<file path="src/rtl/blg_pkg.sv">
// blg_pkg: shared widths, register map, reset values, codes and types of the
// battery level gauge. No dependencies; every rtl file but blg_fifo refers to it by scope.
package blg_pkg;

	localparam int ADC_W      = 12;
	localparam int MV_CFG_W   = 13;
	localparam int THR_W      = 12;
	localparam int SAT_W      = 13;
	localparam int CAL_W      = 16;
	localparam int LEVEL_W    = 8;
	localparam int STATUS_W   = 2;
	localparam int MV_OUT_W   = 16;

	localparam int AVG_SAMPLES_DEF = 4;
	localparam int JOB_DEPTH_DEF   = 2;

	// calibration product avg*gain and divider dividend; divisor up to full-empty span
	localparam int DIV_W = ADC_W + CAL_W;
	localparam int DVS_W = MV_CFG_W;
	// computed voltage before output saturation
	localparam int MV_W  = 19;

	localparam int APB_DATA_W = 32;
	localparam int CFG_ADDR_W = 5;
	localparam int REG_IDX_W  = 3;

	typedef enum logic [REG_IDX_W-1:0] {
		REG_MODE,
		REG_FULL_MV,
		REG_EMPTY_MV,
		REG_DETECT_THR,
		REG_SAT_LIMIT,
		REG_CAL_GAIN,
		REG_CAL_OFFSET
	} reg_idx_t;

	localparam logic                RST_MODE       = 1'b0;
	localparam logic [MV_CFG_W-1:0] RST_FULL_MV    = 13'd4200;
	localparam logic [MV_CFG_W-1:0] RST_EMPTY_MV   = 13'd3600;
	localparam logic [THR_W-1:0]    RST_DETECT_THR = 12'd300;
	localparam logic [SAT_W-1:0]    RST_SAT_LIMIT  = 13'd4000;
	localparam logic [CAL_W-1:0]    RST_CAL_GAIN   = 16'd4242;
	localparam logic [CAL_W-1:0]    RST_CAL_OFFSET = 16'd6590;

	localparam logic MODE_EXTERNAL = 1'b0;
	localparam logic MODE_INTERNAL = 1'b1;

	localparam logic [STATUS_W-1:0] STATUS_OK     = 2'd0;
	localparam logic [STATUS_W-1:0] STATUS_NO_DIV = 2'd1;
	localparam logic [STATUS_W-1:0] STATUS_SAT    = 2'd2;

	localparam logic [LEVEL_W-1:0] LEVEL_NONE  = 8'd255;
	localparam logic [LEVEL_W-1:0] LEVEL_FULL  = 8'd100;
	localparam logic [LEVEL_W-1:0] LEVEL_EMPTY = 8'd0;

	localparam int INT_K_W = 14;
	localparam logic [INT_K_W-1:0]  INT_MV_SCALE = 14'd12600;
	localparam int                  INT_MV_SHIFT = 12;
	localparam logic [MV_CFG_W-1:0] INT_EMPTY_MV = 13'd3000;
	localparam logic [MV_CFG_W-1:0] INT_FULL_MV  = 13'd4200;
	localparam logic [6:0]          PERCENT      = 7'd100;

	// floor(x / 1000) for any x below 2**DIV_W as (x * CAL_RECIP) >> CAL_SHIFT
	localparam int                     CAL_RECIP_W = 29;
	localparam logic [CAL_RECIP_W-1:0] CAL_RECIP   = 29'd274877907;
	localparam int                     CAL_SHIFT   = 38;

	typedef struct packed {
		logic                mode;
		logic [MV_CFG_W-1:0] full_mv;
		logic [MV_CFG_W-1:0] empty_mv;
		logic [THR_W-1:0]    detect_threshold;
		logic [SAT_W-1:0]    saturation_limit;
		logic [CAL_W-1:0]    cal_gain;
		logic [CAL_W-1:0]    cal_offset;
	} cfg_t;

	typedef enum logic [3:0] {
		BS_IDLE,
		BS_INT_MUL,
		BS_AVG,
		BS_CHECK,
		BS_CAL_MUL,
		BS_SCALE,
		BS_OFFSET,
		BS_MAP,
		BS_MAP_MUL,
		BS_DIV_GO,
		BS_DIV_WAIT,
		BS_EMIT
	} back_state_t;

endpackage

</file>
<file path="src/rtl/blg_regs.sv">
// blg_regs: APB configuration registers of the battery level gauge.
// Depends on blg_pkg for the register map and reset values.
module blg_regs (
	input  logic                              clk,
	input  logic                              arst_n,
	input  logic                              psel,
	input  logic                              penable,
	input  logic                              pwrite,
	input  logic [blg_pkg::CFG_ADDR_W-1:0]    paddr,
	input  logic [blg_pkg::APB_DATA_W-1:0]    pwdata,
	output logic [blg_pkg::APB_DATA_W-1:0]    prdata,
	output logic                              pready,
	output blg_pkg::cfg_t                     cfg
);

	blg_pkg::cfg_t     cfg_q;
	blg_pkg::reg_idx_t idx;
	logic              wr_en;

	assign idx    = blg_pkg::reg_idx_t'(paddr[blg_pkg::CFG_ADDR_W-1:2]);
	assign wr_en  = psel & penable & pwrite;
	assign pready = 1'b1;
	assign cfg    = cfg_q;

	always_ff @(posedge clk or negedge arst_n) begin
		if (!arst_n) begin
			cfg_q.mode             <= blg_pkg::RST_MODE;
			cfg_q.full_mv          <= blg_pkg::RST_FULL_MV;
			cfg_q.empty_mv         <= blg_pkg::RST_EMPTY_MV;
			cfg_q.detect_threshold <= blg_pkg::RST_DETECT_THR;
			cfg_q.saturation_limit <= blg_pkg::RST_SAT_LIMIT;
			cfg_q.cal_gain         <= blg_pkg::RST_CAL_GAIN;
			cfg_q.cal_offset       <= blg_pkg::RST_CAL_OFFSET;
		end else if (wr_en) begin
			case (idx)
				blg_pkg::REG_MODE:       cfg_q.mode <= pwdata[0];
				blg_pkg::REG_FULL_MV:    cfg_q.full_mv <= pwdata[blg_pkg::MV_CFG_W-1:0];
				blg_pkg::REG_EMPTY_MV:   cfg_q.empty_mv <= pwdata[blg_pkg::MV_CFG_W-1:0];
				blg_pkg::REG_DETECT_THR: cfg_q.detect_threshold <= pwdata[blg_pkg::THR_W-1:0];
				blg_pkg::REG_SAT_LIMIT:  cfg_q.saturation_limit <= pwdata[blg_pkg::SAT_W-1:0];
				blg_pkg::REG_CAL_GAIN:   cfg_q.cal_gain <= pwdata[blg_pkg::CAL_W-1:0];
				blg_pkg::REG_CAL_OFFSET: cfg_q.cal_offset <= pwdata[blg_pkg::CAL_W-1:0];
				default: ;
			endcase
		end
	end

	always_comb begin
		case (idx)
			blg_pkg::REG_MODE:       prdata = blg_pkg::APB_DATA_W'(cfg_q.mode);
			blg_pkg::REG_FULL_MV:    prdata = blg_pkg::APB_DATA_W'(cfg_q.full_mv);
			blg_pkg::REG_EMPTY_MV:   prdata = blg_pkg::APB_DATA_W'(cfg_q.empty_mv);
			blg_pkg::REG_DETECT_THR: prdata = blg_pkg::APB_DATA_W'(cfg_q.detect_threshold);
			blg_pkg::REG_SAT_LIMIT:  prdata = blg_pkg::APB_DATA_W'(cfg_q.saturation_limit);
			blg_pkg::REG_CAL_GAIN:   prdata = blg_pkg::APB_DATA_W'(cfg_q.cal_gain);
			blg_pkg::REG_CAL_OFFSET: prdata = blg_pkg::APB_DATA_W'(cfg_q.cal_offset);
			default:                 prdata = '0;
		endcase
	end

endmodule

</file>
<file path="config.mk">
export PLATFORM = sky130hd
export DESIGN_NAME = blg_regs
export DESIGN_NICKNAME = d
export VERILOG_FILES = /design/src/rtl/blg_pkg.sv /design/src/rtl/blg_regs.sv
export SDC_FILE = /design/constraint.sdc
export NUM_CORES = 1
export LEC_CHECK = 0
export ABC_CLOCK_PERIOD_IN_PS = 2900
export BUFFER_PORTS_ARGS = -buffer_cell sky130_fd_sc_hd__buf_2
export CORE_ASPECT_RATIO = 1.25
export CORE_MARGIN = 4
export CORE_UTILIZATION = 45
export CTS_BUF_LIST = sky130_fd_sc_hd__clkbuf_8
export CTS_CLUSTER_SIZE = 28
export DETAILED_ROUTE_END_ITERATION = 16
export PLACE_DENSITY_LB_ADDON = 0.2
export SLEW_MARGIN = 20
export SYNTH_ARGS = -nofsm -noshare
export SYNTH_HDL_FRONTEND = slang
export SYNTH_SLANG_ARGS = --single-unit
export TNS_END_PERCENT = 50
</file>
<file path="constraint.sdc">
create_clock -name clk -period 2.9 [get_ports clk]
set_input_delay 0.58 -clock clk [delete_from_list [all_inputs] [get_ports clk]]
set_output_delay 0.58 -clock clk [all_outputs]
set_load 0.1 [all_outputs]
</file>
==> impl_metrics.toml <==
[routing]
ant_nets = 0
avgRoutedWirePerCell_um = 18.48
drt_wl_total_um = 10350
dr.pass1.iters = 4
vias = 2945
drc = 0
viasPerCell = 5.259
first_iter_violations = 76

[finish]
design_area_um2 = 5339
antenna_cells = 0
final_common_cell = "buf_2"
drive_gt1_share_pct = 66.82
largest_register_ff_count = 84
fin_nets = 477
area_growth_pct = 30.13
final_cell_mix = "buf_2 (107), mux2_2 (83), dfrtp_1 (53)"
fillers = 770

[global_route]
met2_usage_pct = 34.45
grt_use_total_pct = 20.02
grt_pass1_wl_um = 16460
met3_usage_pct = 5.170
grt_pass1_vias = 3068
overflow = 0
grt_use_met1_pct = 24.05
grt_start_max_net_pins = 83
grt_busiest_layer = "met2"
antenna_found_initial = 0

[floorplanning]
ios = 159
start_util_pct = 46.64
die_w_um = 93.40
dieHeight_um = 114.8
num_rows = 38
die_area_um2 = 10720
core_area_um2 = 8796

[clock_network]
post_cts_resized = 0
cts-root-buf = "clkbuf_8"
cts_tree = "built"
htreeDepth = 3
ctsHoldBuffers = 0
clk_latency_ps = 340
cts_buffer_depth = 2
cts.sinks = 84
cts_buffers = 9
post-cts-setup-buffers = 0
clk_pin_slew_ps = 80

[synth]
yosys.area.top_type = "dfrtp_1"
synth.distinct_cells = 34
synthCells = 298
synthTopCellsByArea = "dfrtp_1 (32%), mux2_2 (23%), dfstp_2 (20%)"
synth.avg_cell_area_um2 = 13.77
synth_top_area_share_pct = 32.33
synth_seq_cells = 84
synth-seq-area-share_pct = 52.18
syn-cell-area_um2 = 4103
ys_warn_count = 0

[flow_run]
maxCapViolations = 0

[worst_setup_path]
endpoint_kind = "output port"
arrival_ps = 2070
crit_type = "in2out"
crit_fanout = 16
crit_path_start_kind = "input port"
required_ps = 2320

[placement]
gp_congestion = 0.7610
pre_cts_ws_ps = 246.5
portBuffers = 123
dpl_cell_area_um2 = 5125
dp_hpwl_um = 7506

[worst_hold_path]
hold_class = "in2async"

[timing]
fmax_mhz = 377.7
hold_viol = 0
relSlewSlack_pct = 51.15
fin_skew_ps = 0
finalSetupViolations = 0
drv_slew = 0
post-route-min-period_ps = 2648
fin_crit_sh_pct = 91.30
worstMarginPinSlew_ps = 732.7
fin_ws_ps = 252.3
finalSetupTns_ps = 0
rsz0062_at_grt = "no"

[power_and_ir_drop]
power_density_nw_per_um2 = 1023
p_leak_nw = 2.611
ir_worst_vdd_mv = 0.5819

[run_status]
outcome = "finished clean"
==> kinds of logic after synthesis <==
kind of cell	Yosys count	synth area share [%]
other	2	0.1831
AO/OA/AOI/OAI	30	5.825
AND/OR/NAND/NOR	33	4.544
multiplexers	114	31.56
flip-flops	84	52.18
buffers and inverters	35	5.703
==> final cells by class <==
type                    instances  area, µm²  share of cell area (%)
clock buffers                   9      123.9                   2.320
clock inverters                 7      86.33                   1.617
inverters                       2      7.507                  0.1406
multi-input cells             194       1813                   33.96
flip-flops and latches         84       2141                   40.10
well taps                     120      150.1                   2.812
repair buffers                144       1017                   19.05
==> where the power goes <==
group,switching (W),internal [W],leakage (nW)
sequential,0.000170,0.00146,1.00
combinational,0.00238,0.000566,1.50
clock,0.000411,0.000476,0.109
total,0.00296,0.00251,2.61
==> cell usage after synthesis <==
| master | n |
|---|---|
| nor2_2 | 3 |
| a221oi_1 | 5 |
| conb_1 | 2 |
| dfstp_2 | 31 |
| nand2b_1 | 5 |
| nor2_1 | 5 |
| buf_2 | 7 |
| nor2b_1 | 7 |
| and3b_1 | 1 |
| a22oi_1 | 3 |
| o22a_1 | 3 |
| nand4b_1 | 1 |
| mux2_2 | 83 |
| a31oi_1 | 3 |
| mux2i_1 | 21 |
| mux2_4 | 10 |
| nand2_1 | 4 |
| o22ai_1 | 1 |
| nand3_1 | 1 |
| or2_2 | 3 |
| o21ai_0 | 4 |
| buf_6 | 1 |
| nor3_1 | 1 |
| clkbuf_1 | 2 |
| inv_1 | 2 |
| a21o_1 | 1 |
| o2bb2ai_1 | 4 |
| o221a_2 | 1 |
| or3_1 | 1 |
| buf_4 | 23 |
| o21a_1 | 1 |
| dfrtp_1 | 53 |
| nand4_1 | 1 |
| a221o_1 | 4 |
==> critical path: stages <==
cell and delay [ps]:
buf_2 390, buf_4 210, mux2_2 320, a221o_1 360, buf_12 180
==> stage by stage <==
stage	instances	hold slack [ps]	total power (W)	utilization, %
2_1_floorplan	313	284.4	0.004088	-
3_3_place_gp	544	507.9	0.004584	58.26
3_5_place_dp	544	516.2	0.004612	58.26
4_1_cts	560	433.8	0.005504	60.65
5_1_grt	560	320.9	0.005661	60.70
6_report	560	273.0	0.005462	60.70
==> path summary, 6_finish.rpt <==
| kind | slack (ps) | from | end | cells past startpoint |
|---|---|---|---|---|
| worst min register to register | 530 | cfg[45] | cfg[45] | 1 |
| max in group asynchronous | 1990 | arst_n | cfg[39] | 2 |
| worst max register to register | 2100 | cfg[16] | cfg[16] | 1 |
| worst max-delay path | 250 | paddr[2] | prdata[4] | 5 |
| worst min-delay path | 270 | arst_n | cfg[9] | 1 |
| min in group clk | 480 | pwdata[15] | cfg[31] | 2 |
==> metal layers <==
metal  wire (µm)  vias up
met1        4116     1514
li1            -     1317
met5           0        -
met2        5341      100
met4         187        0
met3         703       14
Power figures use the tool's default switching activity.
