$ cat src/rtl/blg_fifo.sv
// blg_fifo: small first-word-fall-through job queue between front and back.
// Depends on nothing but its parameters.
module blg_fifo #(
	parameter int WIDTH = 8,
	parameter int DEPTH = 2
) (
	input  logic             clk,
	input  logic             arst_n,
	input  logic             push,
	input  logic [WIDTH-1:0] wdata,
	output logic             full,
	input  logic             pop,
	output logic [WIDTH-1:0] rdata,
	output logic             empty
);

	localparam int PTR_W = (DEPTH > 1) ? $clog2(DEPTH) : 1;
	localparam int CNT_W = $clog2(DEPTH + 1);

	logic [WIDTH-1:0] mem_q [DEPTH];
	logic [PTR_W-1:0] wr_ptr_q;
	logic [PTR_W-1:0] rd_ptr_q;
	logic [CNT_W-1:0] cnt_q;

	assign full  = cnt_q == CNT_W'(DEPTH);
	assign empty = cnt_q == '0;
	assign rdata = mem_q[rd_ptr_q];

	always_ff @(posedge clk) begin
		if (push) begin
			mem_q[wr_ptr_q] <= wdata;
		end
	end

	always_ff @(posedge clk or negedge arst_n) begin
		if (!arst_n) begin
			wr_ptr_q <= '0;
			rd_ptr_q <= '0;
			cnt_q    <= '0;
		end else begin
			if (push) begin
				wr_ptr_q <= (wr_ptr_q == PTR_W'(DEPTH - 1)) ? '0 : wr_ptr_q + 1'b1;
			end
			if (pop) begin
				rd_ptr_q <= (rd_ptr_q == PTR_W'(DEPTH - 1)) ? '0 : rd_ptr_q + 1'b1;
			end
			case ({push, pop})
				2'b10:   cnt_q <= cnt_q + 1'b1;
				2'b01:   cnt_q <= cnt_q - 1'b1;
				default: cnt_q <= cnt_q;
			endcase
		end
	end

endmodule

$ cat config.mk
export PLATFORM = sky130hd
export DESIGN_NAME = blg_fifo
export DESIGN_NICKNAME = d
export VERILOG_FILES = /design/src/rtl/blg_fifo.sv
export SDC_FILE = /design/constraint.sdc
export NUM_CORES = 1
export LEC_CHECK = 0
export ABC_AREA = 1
export ABC_CLOCK_PERIOD_IN_PS = 1150
export BUFFER_PORTS_ARGS = -buffer_cell sky130_fd_sc_hd__buf_4
export CAP_MARGIN = 15
export CORE_ASPECT_RATIO = 1.25
export CORE_MARGIN = 3
export CORE_UTILIZATION = 36
export CTS_CLUSTER_SIZE = 25
export DETAILED_ROUTE_END_ITERATION = 8
export PLACE_DENSITY = 0.57
export SYNTH_ARGS = -nofsm -noshare
export SYNTH_HDL_FRONTEND = slang
export SYNTH_SLANG_ARGS = --single-unit
$ cat constraint.sdc
create_clock -name clk -period 1.15 [get_ports clk]
set_input_delay 0.0575 -clock clk [delete_from_list [all_inputs] [get_ports clk]]
set_output_delay 0.0575 -clock clk [all_outputs]
set_load 0.02 [all_outputs]
==> results.toml, run 1 <==
[worst_setup_path]
crit_family = "flip-flops"
path_buf_inv = 2
critPathCaptureType = "primary output"
critical_path.max_stage_delay_ps = 450
startpoint_type = "flop"
required_ps = 1090
cp_max_fo = 6
critPathKind = "flop to primary output"
slowest_stage = "dfrtp_2"
crit_top_cell = "buf_6"
arrival_ps = 1140
worstPathCellList = "buf_6, o21ai_2, buf_6"

[route]
met3_length_microns = 62
ant_nets = 0
highest_layer = "met4"
routed_wirelength_mm = 1.42
drtIter0Drc = 9
vias = 560
vias_per_cell = 4.15
wl_met2_microns = 753
first_pass_iters = 2
wl_met1_microns = 590
drc = 0
wire_per_inst_microns = 10.5

[die]
core_sq_um = 2070
io_pins = 22
dieWidth_microns = 48.7
die_height_microns = 59.4
start_util = 0.396
rows = 18
dieArea_sq_um = 2890

[synth]
ys_ff_latch = 20
syn_area_per_cell_sq_um = 12.4
syn_inst = 66
synth_cell_types = 14
ys_top_cells_by_area = "edfxtp_1, dfrtp_1, inv_1, nand2_1, o21ai_2"
yosys_warnings = 0
yosysTopAreaCellShare = 0.585
netlist_area_sq_um = 821
postSynthNetCount = 79
synth_seq_area_share = 0.707
synth_top_area_cell = "edfxtp_1"

[placed_design]
place_congestion = 0.566
port_buffers = 21
hpwl_microns = 936
dp.cells = 116

[outcome]
status = "finished with violations"
violations = "negative setup slack"

[grt]
first_global_vias = 564
grt_max_degree = 12
antenna_found_initial = 0
grt_util_all_layers = 0.111
grt_overflow = 0
grt_first_pass_wirelength_mm = 2.37

[timing]
final.setup.tns_ps = -280
period_minus_slack_ps = 1190
max_slew_margin = 0.777
whs_ps = 90.0
setup_viol = 8
rsz0062_at_grt = "yes"
setup_slack_ps = -43.9
final-hold-violation-count = 0
worst_clock_skew_ps = 10.2
finalMaxSlewViolations = 0
min_period_over_period = 1.04
max_freq_mhz = 838
worst_slew_pin_slew_ps = 335

[clock_tree]
clk_pin_slew_ps = 110
clock_latency_ps = 290
cts_buffers = 3
cts-htree-levels = 1
cts.sinks = 20
clk_path_buf_depth = 2
cts_tree = "done"
cts_root_buf = "clkbuf_4"

[power]
finalPower_w = 0.00280
peakVddDrop_mv = 1.29
power_leakage_nw = 0.554
power.density_nw_per_um2 = 2230

[finish]
layoutNonFillerInstCount = 135
drive_above_1_share = 0.438
nets = 119
fillCellCount = 179
final_util = 0.606
n_antenna_cell = 0
final_common_cell = "edfxtp_1"
seqCellArea_sq_um = 582
multi_input_area_sq_um = 208
layout_common_cells = "edfxtp_1, buf_4, inv_1, dlygate4sd3_1, buf_6"
synthToLayoutAreaGrowth_pct = 53.0

[worst_hold_path]
min_path_type = "primary input to async pin"

[run]
drv_cap = 0
==> repair_timing <==
| action | CTS | global route |
|---|---|---|
| endpoints found under the setup margin | 8 | 9 |
| setup buffers | 4 | 0 |
| gates resized for setup | 23 | 8 |
| hold endpoints to repair | 22 | 0 |
| pin swaps | 8 | 0 |
| hold buffers | 11 | 0 |
==> Yosys cell counts <==
cell type / instances
edfxtp_1: 16
inv_1: 14
nand2_1: 13
o21ai_0: 5
dfrtp_1: 4
nor2_1: 3
o21ai_2: 3
xor2_1: 2
buf_6: 1
buf_8: 1
ha_1: 1
nand3_1: 1
nand4_1: 1
xnor2_1: 1
==> worst reg2reg max path, stage by stage (launching register included) <==
cell and delay (ps):
dfrtp_1 390, nand2_1 60, inv_1 260
==> cell type report <==
cell class	instances	share of cell area
Multi-Input combinational cell	30	0.165
Tap cell	30	0.0299
Timing Repair Buffer	37	0.279
Inverter	14	0.0418
Sequential cell	20	0.463
Clock buffer	4	0.0209
==> final timing paths <==
kind	from	endpoint	slack, ps	cells past startpoint
worst max-delay path	rd_ptr_q	rdata[4]	-40	3
worst min-delay path	arst_n	cnt_q[1]	90	2
worst max register to register	wr_ptr_q	mem_q[1][2]	130	2
worst min register to register	wr_ptr_q	wr_ptr_q	500	1
max in group asynchronous	arst_n	rd_ptr_q	940	2
min in group clk	wdata[4]	mem_q[1][4]	480	2
==> routing by layer <==
layer	track usage	vias to the layer above
met5	0	-
met3	0.0277	2
met2	0.198	13
met1	0.117	256
li1	-	289
met4	0.0732	0
==> flip-flops by register name, indices dropped and copies added, names as in the netlist <==
signal    count
rd_ptr_q      1
wr_ptr_q      1
cnt_q         2
mem_q        16
==> per-stage QoR <==
step | worst slack (ps) | area, sq um
floorplan | 6.24 | 821
CTS | -53.0 | 1220
detailed placement | 25.7 | 997
global route | -110 | 1260
finish | -43.9 | 1260
global placement | 42.4 | 997
==> power breakdown <==
part / switching, W / leakage [nW] / internal, W
Sequential: 0.000108 / 0.196 / 0.000987
Combinational: 0.000697 / 0.342 / 0.000675
Clock: 0.000199 / 0.0150 / 0.000135
==> cells by family (layout without fill, tap and decap cells) <==
kind of cell	Yosys count	count (layout)	share of synthesized area
xor gates and xnor gates	3	3	0.0320
buffers and inverters	16	55	0.0960
AOI/OAI and AO/OA	8	8	0.0625
adders and majority gates	1	1	0.0152
and+or+nand+nor	18	18	0.0869
DFF	20	20	0.707
No activity file was read; power rests on OpenSTA's default activity.
==> run 2: changes to the inputs <==
--- a/config.mk
+++ b/config.mk
@@ -6,15 +6,15 @@
 export NUM_CORES = 1
 export LEC_CHECK = 0
 export ABC_AREA = 1
-export ABC_CLOCK_PERIOD_IN_PS = 1150
+export ABC_CLOCK_PERIOD_IN_PS = 1200
 export BUFFER_PORTS_ARGS = -buffer_cell sky130_fd_sc_hd__buf_4
 export CAP_MARGIN = 15
 export CORE_ASPECT_RATIO = 1.25
-export CORE_MARGIN = 3
+export CORE_MARGIN = 4
 export CORE_UTILIZATION = 36
 export CTS_CLUSTER_SIZE = 25
 export DETAILED_ROUTE_END_ITERATION = 8
-export PLACE_DENSITY = 0.57
+export PLACE_DENSITY = 0.55
 export SYNTH_ARGS = -nofsm -noshare
 export SYNTH_HDL_FRONTEND = slang
 export SYNTH_SLANG_ARGS = --single-unit
==> constraint.sdc (replaced) <==
create_clock -name clk -period 1.2 [get_ports clk]
set_input_delay 0.06 -clock clk [delete_from_list [all_inputs] [get_ports clk]]
set_output_delay 0.06 -clock clk [all_outputs]
set_load 0.02 [all_outputs]
==> run 2 against run 1 <==
The run still ends with negative setup slack left. Design area is 0.30% higher. Global-route usage is 1.1 points lower. Register-to-register slack better by 40 ps. Final cell count is 0.74% higher. Sequential share of layout area is 0.14 points lower. First-iteration DRC count is 78% lower. Critical path type unchanged. Critical endpoint is now rdata[5].
==> results.toml, run 2 (same netlist as run 1, synthesis figures left out) <==
[outcome]
status = "finished with violations"
violations = "negative setup slack"

[clock_tree]
clk_path_buf_depth = 2
cts-htree-levels = 1
cts.sinks = 20
clock_latency_ps = 280
cts_buffers = 3
cts_root_buf = "clkbuf_4"
clk_pin_slew_ps = 100
cts_tree = "done"

[die]
io_pins = 22
rows = 19
core_sq_um = 2190
dieWidth_microns = 50.7
dieArea_sq_um = 3110
die_height_microns = 61.4
start_util = 0.375

[placed_design]
hpwl_microns = 919
port_buffers = 21
place_area_sq_um = 998
place_congestion = 0.629
dp.cells = 117

[power]
p_int_w = 0.00173
peakVddDrop_mv = 1.09
seqPwrFrac = 0.387
power.switching_w = 0.000989
clkPwrFrac = 0.112
sw_frac_of_total = 0.364
power_leakage_nw = 0.557
power.density_nw_per_um2 = 2160
pwr-share-comb = 0.500

[finish]
synthToLayoutAreaGrowth_pct = 53.5
fillCellCount = 195
final_common_cell = "edfxtp_1"
fin_area_sq_um = 1260
layoutNonFillerInstCount = 136
n_antenna_cell = 0
top_register = "mem_q"
drive_above_1_share = 0.419
nets = 119
reg_top3 = "mem_q (16), cnt_q (2)"
largest_reg_flops = 16
layout_common_cells = "edfxtp_1, buf_4, inv_1, dlygate4sd3_1, buf_6"

[timing]
worst_clock_skew_ps = 1.04
final-hold-violation-count = 0
rsz0062_at_grt = "yes"
finalMaxSlewViolations = 0
max_slew_margin = 0.779
setup_viol = 6
min_period_over_period = 1.01
period_minus_slack_ps = 1220
setup_slack_ps = -15.4
max_freq_mhz = 823
final.setup.tns_ps = -56.9
worst_slew_pin_slew_ps = 331

[worst_setup_path]
worstPathCellList = "buf_8, o21ai_2, buf_6"
critPathKind = "flop to primary output"
required_ps = 1140
critical_path.max_stage_delay_ps = 460
path_buf_inv = 2
startpoint_type = "flop"
critPathCaptureType = "primary output"
arrival_ps = 1160
crit_family = "flip-flops"
slowest_stage = "dfrtp_2"
cp_max_fo = 8

[route]
drc = 0
wire_per_inst_microns = 10.4
vias_per_cell = 4.14
vias = 563
routed_wirelength_mm = 1.42
first_pass_iters = 2
ant_nets = 0
drtIter0Drc = 2

[worst_hold_path]
min_path_type = "primary input to async pin"

[grt]
grt_overflow = 0
antenna_found_initial = 0
grt_first_pass_wirelength_mm = 2.28
grt_max_degree = 12
first_global_vias = 574
grt_util_all_layers = 0.100

[run]
drv_cap = 0
run 2: stage by stage:
step                 util  power, W  setup WS [ps]  hold slack, ps
floorplan               -   0.00168           56.2            -236
global placement    0.457   0.00197           83.2            -138
detailed placement  0.457   0.00199           64.0            -136
CTS                 0.542   0.00251          -20.5            79.6
global route        0.576   0.00290          -76.8             101
finish              0.576   0.00272          -15.4            88.3
run 2: repair_timing:
| item | CTS | global route |
|---|---|---|
| hold buffers | 11 | 0 |
| setup buffers | 4 | 0 |
| setup endpoints to repair | 8 | 8 |
| cloned | 0 | 0 |
| resized for setup | 11 | 20 |
| endpoints found under the hold margin | 22 | 0 |
| pin swaps | 1 | 8 |
run 2: worst paths after layout:
check	start	to	slack [ps]	cells after the start
max	rd_ptr_q	rdata[5]	-20	3
min	arst_n	cnt_q[0]	90	2
max in group asynchronous	arst_n	rd_ptr_q	1000	2
min in group clk	pop	rd_ptr_q	480	3
min reg2reg	wr_ptr_q	wr_ptr_q	500	1
max reg2reg	wr_ptr_q	mem_q[1][3]	170	2
run 2: cell type report:
type                            instances  area, sq um  share of cell area
Tap cell                               31         38.8              0.0308
Sequential cell                        20          582               0.462
Timing Repair Buffer                   37          350               0.278
Clock inverter                          1         3.75             0.00298
Inverter                               14         52.6              0.0417
Clock buffer                            3         22.5              0.0179
Multi-Input combinational cell         30          210               0.167
run 2: metal layers:
metal | GRT usage | wire length (microns)
met3 | 0.0242 | 51
met1 | 0.114 | 577
met4 | 0.0462 | 12
met5 | 0 | 0
met2 | 0.179 | 775
run 2: power by group through the flow:
stage          sequential, W  combinational (W)  clock [W]
4_1_cts              0.00103            0.00116   0.000320
3_3_place_gp         0.00111           0.000856          0
6_report             0.00105            0.00136   0.000305
2_1_floorplan        0.00102           0.000662          0
3_5_place_dp         0.00112           0.000872          0
5_1_grt              0.00107            0.00148   0.000353
