--- src/rtl/blg_pkg.sv ---
// blg_pkg: shared widths, register map, reset values, codes and types of the
// battery level gauge. No dependencies; every rtl file but blg_fifo refers to it by scope.
package blg_pkg;

	localparam int ADC_W      = 12;
	localparam int MV_CFG_W   = 13;
	localparam int THR_W      = 12;
	localparam int SAT_W      = 13;
	localparam int CAL_W      = 16;
	localparam int LEVEL_W    = 8;
	localparam int STATUS_W   = 2;
	localparam int MV_OUT_W   = 16;

	localparam int AVG_SAMPLES_DEF = 4;
	localparam int JOB_DEPTH_DEF   = 2;

	// calibration product avg*gain and divider dividend; divisor up to full-empty span
	localparam int DIV_W = ADC_W + CAL_W;
	localparam int DVS_W = MV_CFG_W;
	// computed voltage before output saturation
	localparam int MV_W  = 19;

	localparam int APB_DATA_W = 32;
	localparam int CFG_ADDR_W = 5;
	localparam int REG_IDX_W  = 3;

	typedef enum logic [REG_IDX_W-1:0] {
		REG_MODE,
		REG_FULL_MV,
		REG_EMPTY_MV,
		REG_DETECT_THR,
		REG_SAT_LIMIT,
		REG_CAL_GAIN,
		REG_CAL_OFFSET
	} reg_idx_t;

	localparam logic                RST_MODE       = 1'b0;
	localparam logic [MV_CFG_W-1:0] RST_FULL_MV    = 13'd4200;
	localparam logic [MV_CFG_W-1:0] RST_EMPTY_MV   = 13'd3600;
	localparam logic [THR_W-1:0]    RST_DETECT_THR = 12'd300;
	localparam logic [SAT_W-1:0]    RST_SAT_LIMIT  = 13'd4000;
	localparam logic [CAL_W-1:0]    RST_CAL_GAIN   = 16'd4242;
	localparam logic [CAL_W-1:0]    RST_CAL_OFFSET = 16'd6590;

	localparam logic MODE_EXTERNAL = 1'b0;
	localparam logic MODE_INTERNAL = 1'b1;

	localparam logic [STATUS_W-1:0] STATUS_OK     = 2'd0;
	localparam logic [STATUS_W-1:0] STATUS_NO_DIV = 2'd1;
	localparam logic [STATUS_W-1:0] STATUS_SAT    = 2'd2;

	localparam logic [LEVEL_W-1:0] LEVEL_NONE  = 8'd255;
	localparam logic [LEVEL_W-1:0] LEVEL_FULL  = 8'd100;
	localparam logic [LEVEL_W-1:0] LEVEL_EMPTY = 8'd0;

	localparam int INT_K_W = 14;
	localparam logic [INT_K_W-1:0]  INT_MV_SCALE = 14'd12600;
	localparam int                  INT_MV_SHIFT = 12;
	localparam logic [MV_CFG_W-1:0] INT_EMPTY_MV = 13'd3000;
	localparam logic [MV_CFG_W-1:0] INT_FULL_MV  = 13'd4200;
	localparam logic [6:0]          PERCENT      = 7'd100;

	// floor(x / 1000) for any x below 2**DIV_W as (x * CAL_RECIP) >> CAL_SHIFT
	localparam int                     CAL_RECIP_W = 29;
	localparam logic [CAL_RECIP_W-1:0] CAL_RECIP   = 29'd274877907;
	localparam int                     CAL_SHIFT   = 38;

	typedef struct packed {
		logic                mode;
		logic [MV_CFG_W-1:0] full_mv;
		logic [MV_CFG_W-1:0] empty_mv;
		logic [THR_W-1:0]    detect_threshold;
		logic [SAT_W-1:0]    saturation_limit;
		logic [CAL_W-1:0]    cal_gain;
		logic [CAL_W-1:0]    cal_offset;
	} cfg_t;

	typedef enum logic [3:0] {
		BS_IDLE,
		BS_INT_MUL,
		BS_AVG,
		BS_CHECK,
		BS_CAL_MUL,
		BS_SCALE,
		BS_OFFSET,
		BS_MAP,
		BS_MAP_MUL,
		BS_DIV_GO,
		BS_DIV_WAIT,
		BS_EMIT
	} back_state_t;

endpackage

--- src/rtl/blg_front.sv ---
// blg_front: takes ADC samples, accumulates idle and gated sums and hands
// finished measurements or internal samples on as jobs. Depends on blg_pkg.
module blg_front #(
	parameter int AVG_SAMPLES = blg_pkg::AVG_SAMPLES_DEF,
	parameter int SUM_W       = blg_pkg::ADC_W + $clog2(AVG_SAMPLES)
) (
	input  logic                     clk,
	input  logic                     arst_n,
	input  logic                     cfg_mode,
	input  logic                     push,
	output logic                     full,
	input  logic [blg_pkg::ADC_W-1:0] sample,
	input  logic                     gate_on,
	input  logic                     job_full,
	output logic                     job_push,
	output logic                     job_int,
	output logic [SUM_W-1:0]         job_idle_sum,
	output logic [SUM_W-1:0]         job_gated_sum
);

	localparam int CNT_W = $clog2(AVG_SAMPLES + 1);

	logic [SUM_W-1:0] idle_sum_q;
	logic [SUM_W-1:0] gated_sum_q;
	logic [CNT_W-1:0] idle_cnt_q;
	logic [CNT_W-1:0] gated_cnt_q;

	logic             accept;
	logic             idle_full;
	logic             gate_done;
	logic             ext_accept;
	logic [SUM_W-1:0] gated_sum_nxt;

	assign full          = job_full;
	assign accept        = push & ~job_full;
	assign ext_accept    = accept & (cfg_mode == blg_pkg::MODE_EXTERNAL);
	assign idle_full     = idle_cnt_q >= CNT_W'(AVG_SAMPLES);
	assign gate_done     = (gated_cnt_q + 1'b1) == CNT_W'(AVG_SAMPLES);
	assign gated_sum_nxt = gated_sum_q + SUM_W'(sample);

	// internal jobs carry the raw sample in the gated sum slot
	assign job_int       = (cfg_mode == blg_pkg::MODE_INTERNAL);
	assign job_push      = accept & (job_int | (gate_on & idle_full & gate_done));
	assign job_idle_sum  = idle_sum_q;
	assign job_gated_sum = job_int ? SUM_W'(sample) : gated_sum_nxt;

	always_ff @(posedge clk or negedge arst_n) begin
		if (!arst_n) begin
			idle_sum_q  <= '0;
			gated_sum_q <= '0;
			idle_cnt_q  <= '0;
			gated_cnt_q <= '0;
		end else if (ext_accept) begin
			if (!gate_on) begin
				// late idle sample restarts the measurement
				if ((gated_cnt_q != '0) || idle_full) begin
					idle_sum_q  <= SUM_W'(sample);
					idle_cnt_q  <= CNT_W'(1);
					gated_sum_q <= '0;
					gated_cnt_q <= '0;
				end else begin
					idle_sum_q <= idle_sum_q + SUM_W'(sample);
					idle_cnt_q <= idle_cnt_q + 1'b1;
				end
			end else if (idle_full) begin
				if (gate_done) begin
					idle_sum_q  <= '0;
					idle_cnt_q  <= '0;
					gated_sum_q <= '0;
					gated_cnt_q <= '0;
				end else begin
					gated_sum_q <= gated_sum_nxt;
					gated_cnt_q <= gated_cnt_q + 1'b1;
				end
			end
		end
	end

endmodule

--- config.mk ---
export PLATFORM = sky130hd
export DESIGN_NAME = blg_front
export DESIGN_NICKNAME = d
export VERILOG_FILES = /design/src/rtl/blg_pkg.sv /design/src/rtl/blg_front.sv
export SDC_FILE = /design/constraint.sdc
export NUM_CORES = 1
export LEC_CHECK = 0
export BUFFER_PORTS_ARGS = -buffer_cell sky130_fd_sc_hd__buf_2
export CORE_ASPECT_RATIO = 0.75
export CORE_MARGIN = 8
export CORE_UTILIZATION = 45
export DETAILED_ROUTE_END_ITERATION = 10
export GPL_ROUTABILITY_DRIVEN = 0
export PLACE_DENSITY_LB_ADDON = 0.05
export SLEW_MARGIN = 30
export SYNTH_ARGS = -nofsm -noshare
export SYNTH_HDL_FRONTEND = slang
export SYNTH_SLANG_ARGS = --single-unit
--- constraint.sdc ---
create_clock -name clk -period 5.3 [get_ports clk]
set_input_delay 0.53 -clock clk [delete_from_list [all_inputs] [get_ports clk]]
set_output_delay 0.53 -clock clk [all_outputs]
set_load 0.05 [all_outputs]
==> results of run 1 <==
power breakdown:
| group | leakage [nW] | internal, mW | switching (mW) | total, mW |
|---|---|---|---|---|
| Sequential | 0.453 | 0.284 | 0.0222 | 0.306 |
| Clock | 0.0472 | 0.105 | 0.104 | 0.209 |
| Combinational | 1.02 | 0.135 | 0.293 | 0.428 |
final cells by class:
class	instances	area (sq um)
fillers	628	3022
multi-input cells	284	1922
flip-flops and latches	34	850.8
repair buffers	48	240.2
well taps	81	101.3
clock buffers	6	82.58
inverters	15	56.30
clock inverters	2	12.51
logic make-up after synthesis:
logic type	after synthesis
flops	34
simple gates	110
buf+inv	28
xor+xnor	17
fa+ha+maj	30
mux	5
compound gates	122
metrics by stage:
step | setup WS [ns] | total power, mW | area (sq um) | hold slack, ns
after CTS | 2.000 | 0.9498 | 3258 | 0.3614
after floorplan | 1.762 | 0.6397 | 2903 | 0.2344
final | 1.999 | 0.9427 | 3266 | 0.3160
after global placement | 2.082 | 0.7326 | 3163 | 0.4768
after global routing | 1.844 | 1.006 | 3266 | 0.3935
after detailed placement | 2.029 | 0.7353 | 3163 | 0.4821
final timing paths:
check	start	end	slack, ns
setup / recovery	sample[0]	job_gated_sum[10]	2.00
hold / removal	arst_n	gated_sum_q[1]$_DFFE_PN0P_	0.32
setup reg to reg	job_idle_sum[0]$_DFFE_PN0P_	job_idle_sum[10]$_DFFE_PN0P_	2.77
hold reg to reg	gated_sum_q[8]$_DFFE_PN0P_	gated_sum_q[8]$_DFFE_PN0P_	0.50
max in group asynchronous	arst_n	gated_sum_q[11]$_DFFE_PN0P_	4.47
min in group clk	gated_sum_q[8]$_DFFE_PN0P_	gated_sum_q[8]$_DFFE_PN0P_	0.50
critical path, stage by stage:
cell and delay, ns:
buf_2 0.11, ha_1 0.19, inv_1 0.06, fa_1 0.44, nor2b_4 0.16, o211ai_2 0.08, a21bo_1 0.20, a21oi_1 0.22
o22ai_1 0.14, xnor2_1 0.20, mux2_2 0.18, buf_2 0.25
layer usage:
layer	global-route usage	share of wire	vias up
met1	0.2566	0.50	1220
met5	0	0	-
li1	-	-	1348
met2	0.2500	0.41	96
met4	0.03965	0.0071	0
met3	0.04195	0.090	8
synth_stat cells (2+ instances only):
cell type,n
a31oi_1,2
xnor2_1,12
nand4_1,3
nand2b_1,3
a21oi_1,32
buf_2,2
inv_2,3
o21bai_1,2
mux2_2,2
ha_1,28
buf_4,2
nor4_1,2
o21ai_1,18
inv_1,12
dfrtp_1,34
o21ai_0,24
a22o_1,6
nand2_1,44
nand3_1,6
mux2i_1,3
fa_1,2
a32oi_1,3
nor2_1,29
nor3_1,5
buf_6,3
xor2_1,5
nor2b_1,6
clkbuf_1,5
a21o_1,6
a211oi_1,4
o21a_1,4
o31ai_1,3
a21oi_2,3
state kept, by name, summed over array words and instances (netlist names):
| signal | count |
|---|---|
| gated_cnt_q | 3 |
| job_idle_sum | 14 |
| idle_cnt_q | 3 |
| gated_sum_q | 14 |
==> reports/results.tsv, run 1 <==
metric	value	unit
placed cells	462	
Cell Rows	25	
nets	436	
Worst-Margin Slew	0.8080	ns
number of flops mapped to enable cells by yosys	0	
period utilisation layout	0.6228	
vias per cell	5.685	
max-cap violations	0	
initial antenna violation count	0	
clock-pin slew on the worst setup and hold paths	0.08	ns
post-route antenna net violation count	0	
Mapped Avg Cell Area	8.390	sq um
Post-CTS Setup Repair Bufs	0	
CTS sink count	34	
Clock Path Buffers	2	
Leakage	1.518	nW
Syn Nets	394	
die area	9303	sq um
area share of the largest cell type after synthesis	0.2931	
IO Pins	49	
GRT Total Usage	0.1752	
fin crit period	3.301	ns
DRT iter0 DRCs	175	
unrepaired setup endpoints after global routing	false	
core area	6287	sq um
largest family of logic cells by synthesized area	compound AO/OA/AOI/OAI gates	
later-pin clock latency in the skew report	0.29	ns
WP data required	4.77	ns
mux cell area share after synthesis	0.01810	
skew final	0.004346	ns
commonest non-fill, non-tap cell in the layout	buf_2	
Fin. Hold Viols	0	
vias in the first global route	2537	
Die W	108.7	microns
status	finished clean	
Post-Syn Instances	346	
number of remaining DRC errors	0	
# setup viols final	0	
post-synthesis async set-or-reset flop share	1.000	
Detailed Place HPWL	5807	microns
critical path class	in -> out	
crit start category	input port	
Synth Warn #	0	
synth unique cells	61	
Area Growth Syn to Fin	12.50	%
worst hold path class	in -> async	
input/output buffers	48	
die height	85.56	microns
Synth area leaders	dfrtp_1 (29%), ha_1 (12%), nand2_1 (5.7%)	
Crit Path Max Fanout	4	
Max Freq	0.3029	GHz
drt first pass iters	4	
CTS tree	done	
Yosys top cell by area	dfrtp_1	
CTS Hold Bufs	0	
final std cells w/o fill	470	
sequential-to-total area share from yosys stat	0.2931	
Post-Synth XOR/XNOR Area	0.05129	
Slew Limit Fails	0	
compound-gate portion of the synthesized area	0.2698	
starting density of the core	0.4617	
fin util	0.5194	
final wirelength	7741	microns
routed len/inst	16.47	microns
H-tree levels	2	
Reg2Reg Depth	9	
commonest non-fill, non-tap cells in the layout	buf_2 (48), nand2_1 (44), dfrtp_1 (34)	
TritonCTS Buffers	5	
share of layout cells above drive strength 1	0.1928	
Synth Register Bits	34	
Synth Area in Simple Gates	0.1858	
maximum VDD drop	0.2035	mV
ant diodes	0	
Worst slew margin	0.4613	
Mapped Area	2903	sq um
clock root buffer master	clkbuf_8	
Arr. time, crit path	2.77	ns
cts repair resizes	0	
largest net degree at the start of global routing	35	
gr ovfl total	0	
Setup crit end kind	output port	
most used flip-flop cell after synthesis	dfrtp_1	
DR vias	2672	
setup_tns	0	ns
pwr dens	288.7	nW/um^2
adder-cell share of the synthesized area	0.1345	
first-pass GRT wire length	13050	microns
Note: power is estimated with default switching activity, not from simulation.
==> run 2, diff against run 1 <==
--- a/config.mk
+++ b/config.mk
@@ -5,6 +5,7 @@
 export SDC_FILE = /design/constraint.sdc
 export NUM_CORES = 1
 export LEC_CHECK = 0
+export ABC_AREA = 1
 export BUFFER_PORTS_ARGS = -buffer_cell sky130_fd_sc_hd__buf_2
 export CORE_ASPECT_RATIO = 0.75
 export CORE_MARGIN = 8
==> constraint.sdc (replaced) <==
create_clock -name clk -period 3.2 [get_ports clk]
set_input_delay 0.32 -clock clk [delete_from_list [all_inputs] [get_ports clk]]
set_output_delay 0.32 -clock clk [all_outputs]
set_load 0.05 [all_outputs]
==> run 2 against run 1 <==
Synthesized cell count grew 38%. Final area is 7.1% higher. Flip-flop and latch count stayed put. Power increased to 3.7 times the previous value. Highest routed layer unchanged. Largest cell class unchanged. Sequential power grew 140%. Clock skew rose by 0.0059 ns. Setup slack worse by 1.5 ns. Clock-buffer cell count increased by 1.
==> reports/results.tsv, run 2 <==
metric	value	unit	change
gr ovfl total	0		unchanged
hold slack final	0.1186	ns	-0.1974 ns
nets	573		+31%
IO Pins	49		unchanged
number of remaining DRC errors	0		unchanged
sequential-to-total area share from yosys stat	0.2750		-0.01813
synth unique cells	33		-46%
vias in the first global route	3017		+19%
worst hold path class	in -> async		
status	finished clean		
cts repair resizes	0		unchanged
DR vias	3117		+17%
setup_tns	0	ns	unchanged
DRT iter0 DRCs	174		-0.57%
# setup viols final	0		unchanged
initial antenna violation count	0		unchanged
pwr dens	987.7	nW/um^2	+240%
ant diodes	0		unchanged
TritonCTS Buffers	5		unchanged
post-synthesis async set-or-reset flop share	1.000		unchanged
final instance area	3497	sq um	+7.1%
GR Util met3	0.03719		-0.004757
commonest non-fill, non-tap cell in the layout	nand2_1		
fin crit period	2.724	ns	
final setup margin	0.4760	ns	-1.523 ns
Clock Path Buffers	2		unchanged
placed cells	602		+30%
Synth area leaders	dfrtp_1 (27%), nand2_1 (21%), ha_1 (11%)		
Cell Rows	26		+4.0%
Mapped Area	3094	sq um	+6.6%
Detailed Place HPWL	6617	microns	+14%
CTS Hold Bufs	0		unchanged
clock root buffer master	clkbuf_8		
Critical Path Sink	job_gated_sum[10]		
area share of the largest cell type after synthesis	0.2750		-0.01813
largest net degree at the start of global routing	35		unchanged
FF-to-FF setup slack	1.01	ns	-1.76 ns
Yosys top cell by area	dfrtp_1		
Reg2Reg Depth	12		+3
met1 Use GR	0.2623		+0.005664
CTS sink count	34		unchanged
die height	87.81	microns	+2.6%
critical path class	reg -> out		
vias per cell	5.110		-10%
Leakage	2.027	nW	+34%
final wirelength	8558	microns	+11%
input/output buffers	48		unchanged
Post-Syn Instances	478		+38%
die area	9813	sq um	+5.5%
busiest grt layer	met2		
Die W	111.8	microns	+2.8%
reg2reg end	job_idle_sum[8]$_DFFE_PN0P_		
Max Freq	0.3671	GHz	
Synth Warn #	0		unchanged
final std cells w/o fill	610		+30%
core area	6734	sq um	+7.1%
Critical path origin	gated_sum_q[0]$_DFFE_PN0P_		
unrepaired setup endpoints after global routing	false		
Worst-Margin Slew	0.8406	ns	+0.03252 ns
met2 Usage GRT	0.2818		+0.03180
share of layout cells above drive strength 1	0.1255		-0.06733
Slew Limit Fails	0		unchanged
Mapped Avg Cell Area	6.473	sq um	-23%
Worst slew margin	0.4396		-0.02168
H-tree levels	2		unchanged
Synth top cells by count	nand2_1 (174), inv_1 (61), nor2_1 (44)		
most used flip-flop cell after synthesis	dfrtp_1		
WP data required	2.88	ns	-1.89 ns
Arr. time, crit path	2.40	ns	-0.37 ns
Crit Path Max Fanout	4		unchanged
number of flops mapped to enable cells by yosys	0		unchanged
Syn Nets	526		+34%
Power, Total	3.454	mW	+270%
GRT Total Usage	0.1843		+0.009139
reg2reg start	job_idle_sum[0]$_DFFE_PN0P_		
fin util	0.5193		about the same
CTS tree	done		
Area Growth Syn to Fin	13.02	%	
Setup crit end kind	output port		
post-route antenna net violation count	0		unchanged
Area after DPL	3391	sq um	+7.2%
drt first pass iters	4		unchanged
clock-pin slew on the worst setup and hold paths	0.07	ns	about the same
skew final	0.01020	ns	+0.005850 ns
later-pin clock latency in the skew report	0.29	ns	about the same
Post-CTS Setup Repair Bufs	0		unchanged
maximum VDD drop	0.4628	mV	+130%
Place WS	0.6905	ns	-1.338 ns
max-cap violations	0		unchanged
first-pass GRT wire length	14630	microns	+12%
crit start category	flip-flop		
Fin. Hold Viols	0		unchanged
Synth Register Bits	34		unchanged
top-count cell post-synth	nand2_1		
routed len/inst	14.03	microns	-15%
commonest non-fill, non-tap cells in the layout	nand2_1 (174), inv_1 (61), buf_2 (48)		
period utilisation layout	0.8512		
starting density of the core	0.4595		-0.002197
-- run 2: changes by cell type in the layout (fill, tap and decap cells not counted), moves of 9 or more --
cell     before  now
a21oi_1      32   15
inv_1        12   61
nand2_1      44  174
nand3_1       6   35
nor2_1       29   44
o21ai_1      18    9
-- run 2: report_power, final --
| group | leakage (nW) | internal, mW | switching [mW] | total [mW] |
|---|---|---|---|---|
| sequential | 0.437 | 0.605 | 0.143 | 0.748 |
| clock | 0.0524 | 0.233 | 0.174 | 0.407 |
| combinational | 1.54 | 0.684 | 1.61 | 2.30 |
-- run 2: per-layer routing --
metal,wire (microns),vias to the layer above
met1,4516,1410
met5,0,-
met4,58,0
met3,520,7
met2,3463,80
li1,-,1620
-- run 2: cells by family after synthesis --
kind of cell / Yosys count / synth area share
AOI/OAI and AO/OA: 61 / 0.1112
adders and majority gates: 30 / 0.1262
buffers and inverters: 73 / 0.09462
xor gates and xnor gates: 8 / 0.02265
and+or+nand+nor: 272 / 0.3704
DFF: 34 / 0.2750
-- run 2: how the worst min path moves through the flow --
stage	slack, ns	from	cells past startpoint	to
floorplan	0.02	arst_n	0	gated_cnt_q[0]$_DFFE_PN0P_
global placement	0.47	gated_sum_q[9]$_DFFE_PN0P_	2	gated_sum_q[9]$_DFFE_PN0P_
detailed placement	0.48	arst_n	1	job_idle_sum[11]$_DFFE_PN0P_
CTS	0.16	arst_n	1	gated_sum_q[11]$_DFFE_PN0P_
global route	0.19	arst_n	1	gated_sum_q[11]$_DFFE_PN0P_
finish	0.12	arst_n	1	job_idle_sum[11]$_DFFE_PN0P_
-- run 2: cell type report --
| class | count | area (sq um) |
|---|---|---|
| Inverter | 65 | 244.0 |
| Fill cell | 728 | 3237 |
| Timing Repair Buffer | 48 | 240.2 |
| Clock inverter | 1 | 30.03 |
| Clock buffer | 7 | 76.32 |
| Sequential cell | 34 | 850.8 |
| Multi-Input combinational cell | 371 | 1951 |
| Tap cell | 84 | 105.1 |
-- run 2: critical path: stages, from the launching register on --
cell and delay [ns]:
dfrtp_1 0.35, ha_1 0.17, inv_1 0.06, fa_1 0.40, nand3b_1 0.17, nand2_1 0.17, nand2_1 0.08, nand2_1 0.10
nand2_1 0.10, nand3b_1 0.12, nand3_1 0.09, nand2_1 0.06, buf_2 0.25
==> run 3, diff against run 2 <==
--- a/config.mk
+++ b/config.mk
@@ -12,7 +12,7 @@
 export CORE_UTILIZATION = 45
 export DETAILED_ROUTE_END_ITERATION = 10
 export GPL_ROUTABILITY_DRIVEN = 0
-export PLACE_DENSITY_LB_ADDON = 0.05
+export PLACE_DENSITY = 0.66
 export SLEW_MARGIN = 30
 export SYNTH_ARGS = -nofsm -noshare
 export SYNTH_HDL_FRONTEND = slang
==> run 3 against run 2 <==
Critical path depth is the same. Largest power group unchanged. Non-clock buffer count is the same. Clock skew shrank 0.0052 ns. Sequential share of layout area is essentially flat. Flip-flop and latch count is the same. Final cell count shrank 0.16%. Highest routed layer unchanged. Register-to-register slack gained 0.04 ns. Clock power grew 3%. Global-route usage shrank 0.83 points. Core utilization grew 0.093 points. Wire length shrank 3.7%.
==> reports/results.tsv, run 3 (synthesized netlist as in run 2, its figures left out) <==
metric	value	unit	change
Crit Path Max Fanout	4		unchanged
CTS tree	done		
final instance area	3503	sq um	+0.18%
share of layout cells above drive strength 1	0.1276		+0.002144
commonest non-fill, non-tap cells in the layout	nand2_1 (174), inv_1 (61), buf_2 (48)		
Post-CTS Setup Repair Bufs	0		unchanged
crit-path cells	ha_1 -> inv_1 -> fa_1 -> nand3b_1 -> nand2_1 -> nand2_1 -> nand2_1 -> nand2_1 -> nand3b_1 -> nand3_1 -> nand2_1 -> buf_2		
die height	87.81	microns	unchanged
routed len/inst	13.53	microns	-3.6%
most used cell, CP	nand2_1		
Leakage	2.032	nW	+0.24%
Area Growth Syn to Fin	13.22	%	
skew final	0.005034	ns	-0.005162 ns
DRT iter0 DRCs	168		-3.4%
Cell Rows	26		unchanged
pwr dens	984.2	nW/um^2	-0.35%
WP data required	2.88	ns	about the same
number of remaining DRC errors	0		unchanged
crit start category	flip-flop		
clock root buffer master	clkbuf_8		
first-pass GRT wire length	14190	microns	-3.0%
DR vias	3047		-2.2%
final setup margin	0.5031	ns	+0.02707 ns
Worst-Margin Slew	0.8283	ns	-0.01223 ns
CTS sink count	34		unchanged
Detailed Place HPWL	6486	microns	-2.0%
starting density of the core	0.4595		unchanged
critical path class	reg -> out		
drt first pass iters	4		unchanged
Arr. time, crit path	2.38	ns	-0.02 ns
Die W	111.8	microns	unchanged
maximum VDD drop	0.4295	mV	-7.2%
Worst slew margin	0.4478		+0.008151
TritonCTS Buffers	5		unchanged
Slowest Stage Delay on Critical Path	0.39	ns	about the same
later-pin clock latency in the skew report	0.28	ns	about the same
hold slack final	0.1313	ns	+0.01262 ns
cts repair resizes	0		unchanged
Area after DPL	3391	sq um	unchanged
vias per cell	5.003		-2.1%
setup_tns	0	ns	unchanged
max-cap violations	0		unchanged
gr ovfl total	0		unchanged
final wirelength	8238	microns	-3.7%
placed cells	602		unchanged
post-route antenna net violation count	0		unchanged
die area	9813	sq um	unchanged
ant diodes	0		unchanged
Max Freq	0.3708	GHz	+1.0%
nets	573		unchanged
status	finished clean		
largest net degree at the start of global routing	35		unchanged
core area	6734	sq um	unchanged
input/output buffers	48		unchanged
H-tree levels	2		unchanged
Clock Path Buffers	2		unchanged
Slew Limit Fails	0		unchanged
Place WS	0.6963	ns	+0.005844 ns
IO Pins	49		unchanged
clock-pin slew on the worst setup and hold paths	0.08	ns	about the same
period utilisation layout	0.8428		-0.008460
GRT Total Usage	0.1760		-0.008321
# setup viols final	0		unchanged
WP buf/inv	2		unchanged
Fin. Hold Viols	0		unchanged
final std cells w/o fill	609		-0.16%
worst hold path class	in -> async		
fin crit period	2.697	ns	-0.02707 ns
Setup crit end kind	output port		
Critical path origin	gated_sum_q[0]$_DFFE_PN0P_		
reg2reg start	job_idle_sum[0]$_DFFE_PN0P_		
initial antenna violation count	0		unchanged
CTS Hold Bufs	0		unchanged
commonest non-fill, non-tap cell in the layout	nand2_1		
critical path's top delay family	simple AND/OR/NAND/NOR gates		
unrepaired setup endpoints after global routing	false		
slowest library cell on the worst path	fa_1		
vias in the first global route	2927		-3.0%
[run 3: final timing paths]
check / end / slack, ns / depth (start not counted)
worst max register to register: job_idle_sum[8]$_DFFE_PN0P_ / 1.05 / 12
min in group clk: job_idle_sum[5]$_DFFE_PN0P_ / 0.38 / 3
max in group asynchronous: job_idle_sum[7]$_DFFE_PN0P_ / 2.55 / 1
worst max-delay path: job_gated_sum[10] / 0.50 / 12
worst min-delay path: idle_cnt_q[1]$_DFFE_PN0P_ / 0.13 / 1
worst min register to register: gated_sum_q[9]$_DFFE_PN0P_ / 0.50 / 2
[run 3: worst register-to-register path, stage by stage, from the launching register on]
cell and delay (ns):
dfrtp_1 0.41, ha_1 0.25, fa_1 0.46, nand2_1 0.12, nor2_1 0.05, nor2_1 0.25
inv_1 0.11, nand2_1 0.10, nand2_1 0.06, nand2_1 0.05, nand3_1 0.07, nand2_1 0.09
nand2_1 0.04
[run 3: per-layer routing]
layer	part of all wire	vias to the layer above	global-route usage
met2	0.40	68	0.2692
met5	0	-	0
met4	0.0023	0	0.01854
li1	-	1617	-
met1	0.54	1360	0.2555
met3	0.053	2	0.03581
[run 3: cell type report]
class / instances / area [sq um]
clock buffer: 6 / 82.58
clock inverter: 1 / 30.03
timing repair buffer: 48 / 240.2
fill: 701 / 3231
tap: 84 / 105.1
multi-input combinational: 371 / 1951
inverter: 65 / 244.0
sequential: 34 / 850.8
[run 3: metrics by stage]
stage                       util  power [mW]
after detailed placement  0.5035       3.028
after global routing      0.5203       3.796
after global placement    0.5035       2.994
final                     0.5203       3.448
after CTS                 0.5203       3.466
after floorplan                -       2.532
[run 3: power breakdown]
group / internal, mW / switching, mW
clock: 0.250 / 0.170
combinational: 0.686 / 1.59
sequential: 0.605 / 0.145
